File: src/hw/rtl/mwis_ram.sv
`timescale 1ns / 1ps
// Generic simple dual-port RAM: one write port, one read port with registered data.
module mwis_ram #(
   parameter int WIDTH = 8,
   parameter int DEPTH = 16
) (
   input  logic                     clock,
   input  logic                     wr_en,
   input  logic [$clog2(DEPTH)-1:0] wr_addr,
   input  logic [WIDTH-1:0]         wr_data,
   input  logic                     rd_en,
   input  logic [$clog2(DEPTH)-1:0] rd_addr,
   output logic [WIDTH-1:0]         rd_data
);

   logic [WIDTH-1:0] mem [DEPTH];

   always_ff @(posedge clock) begin
      if (wr_en) begin
         mem[wr_addr] <= wr_data;
      end
      if (rd_en) begin
         rd_data <= mem[rd_addr];
      end
   end

endmodule

File: config.mk
export PLATFORM = sky130hd
export DESIGN_NAME = mwis_ram
export DESIGN_NICKNAME = d
export VERILOG_FILES = /design/src/hw/rtl/mwis_ram.sv
export SDC_FILE = /design/constraint.sdc
export NUM_CORES = 1
export LEC_CHECK = 0
export BUFFER_PORTS_ARGS = -buffer_cell sky130_fd_sc_hd__buf_4
export CAP_MARGIN = 20
export CORE_UTILIZATION = 40
export DETAILED_ROUTE_END_ITERATION = 10
export GPL_TIMING_DRIVEN = 0
export PLACE_DENSITY = 0.57
export SYNTH_ARGS = -nofsm -noshare
export SYNTH_HDL_FRONTEND = slang
export SYNTH_SLANG_ARGS = --single-unit
export TNS_END_PERCENT = 1
File: constraint.sdc
create_clock -name clock -period 2.3 [get_ports clock]
set_input_delay 0.46 -clock clock [delete_from_list [all_inputs] [get_ports clock]]
set_output_delay 0.46 -clock clock [all_outputs]
set_load 0.01 [all_outputs]
==> impl_metrics.env, run 1 <==
export IMPL_outcome="completed"
export IMPL_synthTopCellsByArea="edfxtp_1, mux4_2, mux4_1, a22oi_1, nor2_1"
export IMPL_cp_cell_sequence="buf_4 > or3b_2 > nor3_1 > buf_4"
export IMPL_max_stage_delay_ns=0.53
export IMPL_drtPass1Iterations=4
export IMPL_yosysWarnings=0
export IMPL_postCtsSetupBuffers=0
export IMPL_initial_core_util_pct=41.3
export IMPL_grt_pass1_wl_um=14400
export IMPL_hold_viol_final=0
export IMPL_slew_viol_final=0
export IMPL_fin_crit_sh_pct=77.4
export IMPL_synth_top_area_share_pct=78.1
export IMPL_synth_ff_type="edfxtp_1"
export IMPL_cts_sinks=136
export IMPL_relSlewSlack_pct=45.5
export IMPL_hold_path_class="input pin to register"
export IMPL_netlist_area_um2=5230
export IMPL_clockRootBuffer="clkbuf_16"
export IMPL_numCtsBuffers=17
export IMPL_fmax_mhz=562
export IMPL_power_leakage_nw=2.09
export IMPL_gp_congestion=0.683
export IMPL_yosys_register_bits=136
export IMPL_grt_util_all_layers_pct=16.1
export IMPL_setup_viol=0
export IMPL_yosysMostFrequentCell="edfxtp_1"
export IMPL_wl_per_cell_um=21.0
export IMPL_multi_input_area_um2=1060
export IMPL_fp_dieArea_um2=13500
export IMPL_crit_path_start_kind="input pin"
export IMPL_vias=2392
export IMPL_async_flop_share_pct=0
export IMPL_first_iter_violations=146
export IMPL_synth_edff_count=136
export IMPL_antenna_found_initial=0
export IMPL_placed_area_um2=5660
export IMPL_overflow=0
export IMPL_yosys_area_top_type="edfxtp_1"
export IMPL_row_count=41
export IMPL_drive_above_1_share_pct=28.6
export IMPL_fin_area_um2=6250
export IMPL_worstPathMaxFanout=5
export IMPL_fp_dieH_um=116
export IMPL_drt_wl_total_um=9720
export IMPL_critical_path_class="input pin to register"
export IMPL_core_um2=12700
export IMPL_antenna_cells=0
export IMPL_final_util_pct=49.3
export IMPL_cp_end_kind="register"
export IMPL_power_density_nw_per_um2=926
export IMPL_tightestPinTransition_ns=0.815
export IMPL_synth_nets=248
export IMPL_seqCellArea_um2=4080
export IMPL_cts_clk_slew_worst_paths_ns=0.05
export IMPL_grt_setup_unrepaired="no"
export IMPL_nFillCells=1021
export IMPL_viasPerCell=5.18
export IMPL_clockBufferDepth=2
export IMPL_synthTopCellsByCount="edfxtp_1, mux4_2, a22oi_1"
export IMPL_drv_cap=0
export IMPL_synthCells=229
export IMPL_clk_latency_ns=0.41
export IMPL_die_x_um=116
export IMPL_postCtsHoldBufs=0
export IMPL_grt_max_degree=17
export IMPL_tritoncts="built"
export IMPL_critPathSlowestCell="or3b_2"
export IMPL_cts_resized=0
export IMPL_io_buffers=25
export IMPL_io_pins=27
export IMPL_final_nets=296
export IMPL_crit_required_ns=2.42
export IMPL_grt_pass1_vias=2333
export IMPL_stdcell_count=462
export IMPL_synth_seq_area_share_pct=78.1
export IMPL_tns_ns=0
export IMPL_dp_final_hpwl_um=6360
export IMPL_vdd_ir_drop_max_uv=434
export IMPL_cts_htree_levels=4
export IMPL_drc=0
export IMPL_area_delta_synth_final_pct=19.6
export IMPL_avgSynthCellArea_um2=22.8
export IMPL_cpMostUsedCell="buf_4"
export IMPL_crit_arrival_ns=1.90
export IMPL_yosysUniqueCellTypes=18
export IMPL_finalClockSkew_ns=0.00464
export IMPL_fin_crit_ns=1.78
export IMPL_final_antenna_net_count=0
export IMPL_placedCellCount=430
==> layer usage <==
| layer | global-route usage [%] | up-vias | share of wire [%] |
|---|---|---|---|
| met3 | 4.36 | 11 | 5.3 |
| met1 | 22.2 | 1232 | 45 |
| li1 | - | 1077 | - |
| met4 | 6.92 | 0 | 1.4 |
| met2 | 24.2 | 72 | 48 |
| met5 | 0 | - | 0 |
==> area by class of cell <==
type	count	share of cell area (%)
flip-flops and latches	136	65.3
well taps	172	3.44
plain buffers	10	1.38
repair buffers	29	3.44
multi-input cells	83	16.9
clock inverters	13	2.54
clock buffers	19	6.93
==> sequential cells by signal, indices dropped and copies added, names as in the netlist <==
register,cells
mem,128
rd_data,8
==> critical path, delay by kind of cell <==
kind	cells	cell delay [ns]
and+or+nand+nor	2	1.04
buffers and inverters	2	0.39
==> cell families after synthesis <==
group / Yosys count / share of synthesized area (%)
buffers and inverters: 10 / 1.65
DFF: 136 / 78.1
AOI/OAI and AO/OA: 16 / 2.30
and+or+nand+nor: 35 / 3.14
muxes: 32 / 14.8
==> report_power, final <==
part | switching [mW] | internal, mW
clock network | 0.914 | 1.78
registers | 0.0113 | 2.79
logic | 0.157 | 0.124
==> placed cells by master (no fill, tap or decap), types with 3 or more instances in the layout <==
cell type        instances
bufinv_16                4
buf_2                    4
clkinv_2                 4
nand2_1                  9
nor2_1                  13
clkinv_1                 5
nor3_1                   4
buf_6                    3
edfxtp_1               136
clkbuf_16               17
buf_4                   29
clkdlybuf4s25_2          3
mux4_2                  18
mux4_1                  14
a22oi_1                 16
==> path summary, 6_finish.rpt <==
| check | slack [ns] | endpoint | startpoint | cells after the start |
|---|---|---|---|---|
| setup / recovery | 0.52 | mem[0][2] | wr_addr[2] | 4 |
| hold / removal | 0.33 | rd_data[0] | rd_en | 1 |
| setup reg to reg | 0.71 | rd_data[0] | mem[6][0] | 3 |
| hold reg to reg | 0.76 | rd_data[1] | mem[11][1] | 3 |
==> metrics by stage <==
step	hold slack, ns	power [mW]	setup WS (ns)
floorplan	0.559	3.00	0.347
detailed placement	0.745	3.14	0.0939
finish	0.328	5.78	0.520
global placement	0.737	3.13	-0.274
CTS	0.314	5.84	0.527
global route	0.323	5.95	0.491
Note: power is estimated with default switching activity, not from simulation.
==> run 2, diff against run 1 <==
--- a/config.mk
+++ b/config.mk
@@ -10,7 +10,7 @@
 export CORE_UTILIZATION = 40
 export DETAILED_ROUTE_END_ITERATION = 10
 export GPL_TIMING_DRIVEN = 0
-export PLACE_DENSITY = 0.57
+export PLACE_DENSITY = 0.59
 export SYNTH_ARGS = -nofsm -noshare
 export SYNTH_HDL_FRONTEND = slang
 export SYNTH_SLANG_ARGS = --single-unit
==> constraint.sdc (replaced) <==
create_clock -name clock -period 1.48 [get_ports clock]
set_input_delay 0.296 -clock clock [delete_from_list [all_inputs] [get_ports clock]]
set_output_delay 0.296 -clock clock [all_outputs]
set_load 0.01 [all_outputs]
==> run 2 against run 1 <==
  * The flow now finishes with violations (negative setup slack)
  * Clock power up 50%
  * Sequential power up 55%
  * Via count down 0.38%
  * Die area unchanged
  * Total power up 53%
  * Count of clock-buffer cells in the layout down 2
  * Clock skew up 0.0071 ns
  * Register-to-register slack worse by 0.73 ns
  * Worst hold slack worse by 0.17 ns
==> impl_metrics.env, run 2 (same netlist as run 1, synthesis figures left out) <==
export IMPL_outcome="complete, but fails checks"
export IMPL_violations="negative setup slack"
export IMPL_relSlewSlack_pct=44.6
export IMPL_critical_path_class="register to register"
export IMPL_use_met2_pct=24.5
export IMPL_tightestPinTransition_ns=0.828
export IMPL_vias=2383
export IMPL_row_count=41
export IMPL_dp_final_hpwl_um=6250
export IMPL_fin_ws_ns=-0.0174
export IMPL_gp_congestion=0.685
export IMPL_setup_viol=1
export IMPL_hold_viol_final=0
export IMPL_reg2reg_slack_ns=-0.02
export IMPL_antenna_cells=0
export IMPL_vdd_ir_drop_max_uv=796
export IMPL_hold_path_class="input pin to register"
export IMPL_grtUsageMet3_pct=4.20
export IMPL_crit_start="mem[1][0]"
export IMPL_stdcell_count=461
export IMPL_tns_ns=-0.0174
export IMPL_min_from="rd_en"
export IMPL_drt_wl_total_um=9750
export IMPL_nFillCells=1050
export IMPL_cp_end_kind="register"
export IMPL_worstPathMaxFanout=1
export IMPL_crit_required_ns=1.63
export IMPL_placedCellCount=429
export IMPL_cts_sinks=136
export IMPL_power_density_nw_per_um2=1420
export IMPL_power_leakage_nw=2.04
export IMPL_grt_max_degree=17
export IMPL_initial_core_util_pct=41.3
export IMPL_cts_htree_levels=4
export IMPL_power_total_mw=8.87
export IMPL_io_pins=27
export IMPL_crit_arrival_ns=1.65
export IMPL_drv_cap=0
export IMPL_hold_path_depth=1
export IMPL_fin_crit_ns=1.50
export IMPL_regMostFlops="mem"
export IMPL_fin_crit_sh_pct=101
export IMPL_core_um2=12700
export IMPL_mostFrequentLayoutCells="edfxtp_1, mux4_2, buf_4"
export IMPL_worstRegToRegCells=3
export IMPL_grt_util_all_layers_pct=16.2
export IMPL_largest_reg_flops=128
export IMPL_overflow=0
export IMPL_viasPerCell=5.17
export IMPL_cts_clk_slew_worst_paths_ns=0.06
export IMPL_grt_pass1_vias=2483
export IMPL_reg_largest_list="mem (128), rd_data (8)"
export IMPL_grt_busiest_layer="met2"
export IMPL_area_delta_synth_final_pct=19.6
export IMPL_grt_use_met1_pct=22.3
export IMPL_whs_ns=0.157
export IMPL_io_buffers=25
export IMPL_grt_pass1_wl_um=14600
export IMPL_hold_end="rd_data[2]"
export IMPL_tritoncts="built"
export IMPL_drc=0
export IMPL_timing_rr_start="mem[1][0]"
export IMPL_grt_setup_unrepaired="yes"
export IMPL_wl_per_cell_um=21.1
export IMPL_clockBufferDepth=2
export IMPL_antenna_found_initial=0
export IMPL_fp_dieArea_um2=13500
export IMPL_crit_path_start_kind="register"
export IMPL_die_x_um=116
export IMPL_clockRootBuffer="clkbuf_16"
export IMPL_first_iter_violations=99
export IMPL_final_util_pct=49.3
export IMPL_final_nets=295
export IMPL_finalClockSkew_ns=0.0117
export IMPL_fmax_mhz=668
export IMPL_layout_commonest_cell="edfxtp_1"
export IMPL_final_antenna_net_count=0
export IMPL_postCtsHoldBufs=0
export IMPL_slew_viol_final=0
export IMPL_clk_latency_ns=0.42
export IMPL_drtPass1Iterations=4
export IMPL_r2r_end="rd_data[0]"
export IMPL_fp_dieH_um=116
export IMPL_drive_above_1_share_pct=37.0
export IMPL_numCtsBuffers=17
run 2: per-stage QoR:
step	cell area, um2	setup slack [ns]
after floorplan	5220	-0.0821
after global placement	5620	-0.662
after detailed placement	5640	-0.547
after CTS	6240	-0.0348
after global routing	6250	-0.0551
final	6250	-0.0174
run 2: layout make-up:
cell class                      count  area (um2)  share of cell area, %
Multi-Input combinational cell     83        1070                   17.1
Buffer                             10        97.6                   1.56
Sequential cell                   136        4080                   65.3
Timing Repair Buffer               28         208                   3.32
Tap cell                          172         215                   3.44
Clock inverter                     15         154                   2.46
Clock buffer                       17         425                   6.81
run 2: critical path, stage by stage, from the launching register on:
cell	delay [ns]
edfxtp_1	0.35
mux4_1	0.51
a22oi_2	0.24
nand2_1	0.12
run 2: worst max path at each step:
stage | slack, ns | end | cells past startpoint
after CTS | -0.03 | rd_data[0] | 3
final | -0.02 | rd_data[0] | 3
after detailed placement | -0.55 | mem[1][7] | 3
after global placement | -0.66 | mem[8][1] | 3
after global routing | -0.06 | rd_data[0] | 3
after floorplan | -0.08 | mem[3][0] | 2
run 2: report_power, final:
| group | internal [mW] | switching (mW) | total, mW |
|---|---|---|---|
| clock network | 2.48 | 1.58 | 4.06 |
| registers | 4.34 | 0.0179 | 4.36 |
| logic | 0.203 | 0.256 | 0.458 |
| total | 7.02 | 1.85 | 8.87 |
run 2: routing by layer:
layer	up-vias	wire length (um)
met5	-	0
met4	0	162
met3	15	483
met2	69	4600
met1	1232	4500
li1	1067	-
run 2: what timing repair did:
item,CTS,global route
endpoints found under the setup margin,37,8
pin swaps,1,0
cloned,0,0
endpoints found under the hold margin,0,0
resized for setup,7,4
setup buffers,0,0
==> run 3, diff against run 2 <==
--- a/config.mk
+++ b/config.mk
@@ -10,7 +10,7 @@
 export CORE_UTILIZATION = 40
 export DETAILED_ROUTE_END_ITERATION = 10
 export GPL_TIMING_DRIVEN = 0
-export PLACE_DENSITY = 0.59
+export PLACE_DENSITY = 0.57
 export SYNTH_ARGS = -nofsm -noshare
 export SYNTH_HDL_FRONTEND = slang
 export SYNTH_SLANG_ARGS = --single-unit
==> constraint.sdc (replaced) <==
create_clock -name clock -period 1.4 [get_ports clock]
set_input_delay 0.28 -clock clock [delete_from_list [all_inputs] [get_ports clock]]
set_output_delay 0.28 -clock clock [all_outputs]
set_load 0.01 [all_outputs]
==> run 3 against run 2 <==
  * The flow still finishes with violations (negative setup slack)
  * Routed wire length grew 4.3%
  * Critical path depth unchanged
  * Final area is 1.6% higher
  * Global-route usage is 0.42 points higher
  * First-iteration DRC count increased by 71%
  * Worst hold slack lost 0.015 ns
  * Critical endpoint is now rd_data[2]
  * Highest routed layer unchanged
==> impl_metrics.env, run 3 (same netlist as run 1, synthesis figures left out) <==
export IMPL_fp_dieArea_um2=13500
export IMPL_reg2reg_slack_ns=-0.06
export IMPL_drive_above_1_share_pct=39.8
export IMPL_multi_input_area_um2=1110
export IMPL_mostFrequentLayoutCells="edfxtp_1, mux4_2, buf_4"
export IMPL_stdcell_count=461
export IMPL_drv_cap=0
export IMPL_relSlewSlack_pct=45.8
export IMPL_fp_dieH_um=116
export IMPL_reg_largest_list="mem (128), rd_data (8)"
export IMPL_postCtsHoldBufs=0
export IMPL_final_nets=295
export IMPL_fin_crit_sh_pct=104
export IMPL_hold_viol_final=0
export IMPL_final_antenna_net_count=0
export IMPL_first_iter_violations=169
export IMPL_hold_end="rd_data[6]"
export IMPL_hold_path_depth=1
export IMPL_area_delta_synth_final_pct=21.5
export IMPL_tightestPinTransition_ns=0.810
export IMPL_power_leakage_nw=2.07
export IMPL_initial_core_util_pct=41.3
export IMPL_tritoncts="built"
export IMPL_clk_latency_ns=0.41
export IMPL_max_stage_delay_ns=0.52
export IMPL_min_from="rd_en"
export IMPL_fmax_mhz=685
export IMPL_io_buffers=25
export IMPL_drc=0
export IMPL_fin_crit_ns=1.46
export IMPL_power_total_mw=9.83
export IMPL_grt_max_degree=17
export IMPL_grt_pass1_vias=2403
export IMPL_wl_per_cell_um=22.1
export IMPL_pwr_share_seq_pct=46.9
export IMPL_io_pins=27
export IMPL_power_density_nw_per_um2=1550
export IMPL_whs_ns=0.142
export IMPL_grt_util_all_layers_pct=16.6
export IMPL_nFillCells=1029
export IMPL_antenna_cells=0
export IMPL_hold_path_class="input pin to register"
export IMPL_clockRootBuffer="clkbuf_16"
export IMPL_regMostFlops="mem"
export IMPL_path_delay_family="multiplexers"
export IMPL_r2r_end="rd_data[2]"
export IMPL_crit_required_ns=1.54
export IMPL_slew_viol_final=0
export IMPL_outcome="complete, but fails checks"
export IMPL_critPathSlowestCell="mux4_2"
export IMPL_finalClockSkew_ns=0.00860
export IMPL_dp_final_hpwl_um=6590
export IMPL_critical_path_class="register to register"
export IMPL_layout_commonest_cell="edfxtp_1"
export IMPL_fin_ws_ns=-0.0608
export IMPL_largest_reg_flops=128
export IMPL_tns_ns=-0.218
export IMPL_power_frac_comb_pct=5.1
export IMPL_timing_rr_start="mem[11][2]"
export IMPL_crit_path_start_kind="register"
export IMPL_vias=2365
export IMPL_pre_cts_ws_ns=-0.591
export IMPL_viasPerCell=5.13
export IMPL_grt_setup_unrepaired="yes"
export IMPL_cts_htree_levels=4
export IMPL_gp_congestion=0.705
export IMPL_violations="negative setup slack"
export IMPL_core_um2=12700
export IMPL_row_count=41
export IMPL_pwr_share_clk_pct=48.0
export IMPL_setup_viol=7
export IMPL_power_internal_mw=7.94
export IMPL_placedCellCount=429
export IMPL_cts_sinks=136
export IMPL_clockBufferDepth=2
export IMPL_overflow=0
export IMPL_vdd_ir_drop_max_uv=790
export IMPL_antenna_found_initial=0
export IMPL_cp_num_buf_inv=0
export IMPL_die_x_um=116
export IMPL_cts_clk_slew_worst_paths_ns=0.06
export IMPL_switching_share_pct=19.3
export IMPL_drtPass1Iterations=5
export IMPL_power_switching_mw=1.90
export IMPL_crit_arrival_ns=1.61
export IMPL_seqCellArea_um2=4080
export IMPL_cp_cell_sequence="mux4_2 > a22oi_2 > nand2_1"
export IMPL_cp_end_kind="register"
export IMPL_numCtsBuffers=17
export IMPL_worstRegToRegCells=3
export IMPL_grt_pass1_wl_um=15000
export IMPL_worstPathMaxFanout=1
export IMPL_drt_wl_total_um=10200
==> run 3: changes by cell type in the layout (fill, tap and decap cells not counted), moves of 2 or more <==
cell       before  now
nor3_2          0    3
a22oi_2         5   11
inv_6           2    0
a22oi_1        11    5
clkinv_4        3    1
nor3_1          3    0
clkinv_1        0    3
bufinv_16       2    5
==> run 3: worst max-delay path by stage <==
stage,startpoint,end,slack (ns),depth (start not counted)
floorplan,wr_addr[2],mem[3][0],-0.15,2
global placement,wr_addr[3],mem[4][7],-0.73,3
detailed placement,wr_addr[2],mem[2][7],-0.59,3
CTS,mem[11][0],rd_data[0],-0.09,3
global route,mem[11][2],rd_data[2],-0.10,3
finish,mem[11][2],rd_data[2],-0.06,3
==> run 3: per-stage QoR <==
step	utilization, %	cell area [um2]
final	50.1	6350
after global routing	50.1	6350
after CTS	50.0	6340
after detailed placement	44.5	5640
after global placement	44.4	5620
after floorplan	-	5220
==> run 3: area by class of cell <==
class,count,area share [%]
multi-input combinational,83,17.5
sequential,136,64.3
tap,172,3.39
buffer,10,1.54
timing repair buffer,28,3.31
clock buffer,17,6.70
clock inverter,15,3.27
==> run 3: power groups by stage <==
stage | combinational [mW] | sequential [mW] | clock (mW)
after detailed placement | 0.482 | 4.69 | 0
after global placement | 0.472 | 4.69 | 0
after global routing | 0.547 | 4.62 | 4.93
final | 0.503 | 4.61 | 4.72
after floorplan | 0.240 | 4.70 | 0
after CTS | 0.506 | 4.61 | 4.77
==> run 3: timing repair <==
item,CTS,global route
setup endpoints to repair,52,38
gates resized for setup,17,5
setup buffers,0,0
pin swaps,1,6
==> run 3: metal layers <==
| layer | vias to the layer above | track usage, % | routed length [um] |
|---|---|---|---|
| met5 | - | 0 | 0 |
| met4 | 0 | 6.92 | 50 |
| met3 | 5 | 3.68 | 486 |
| met2 | 62 | 25.1 | 5110 |
| met1 | 1228 | 23.5 | 4520 |
| li1 | 1070 | - | - |
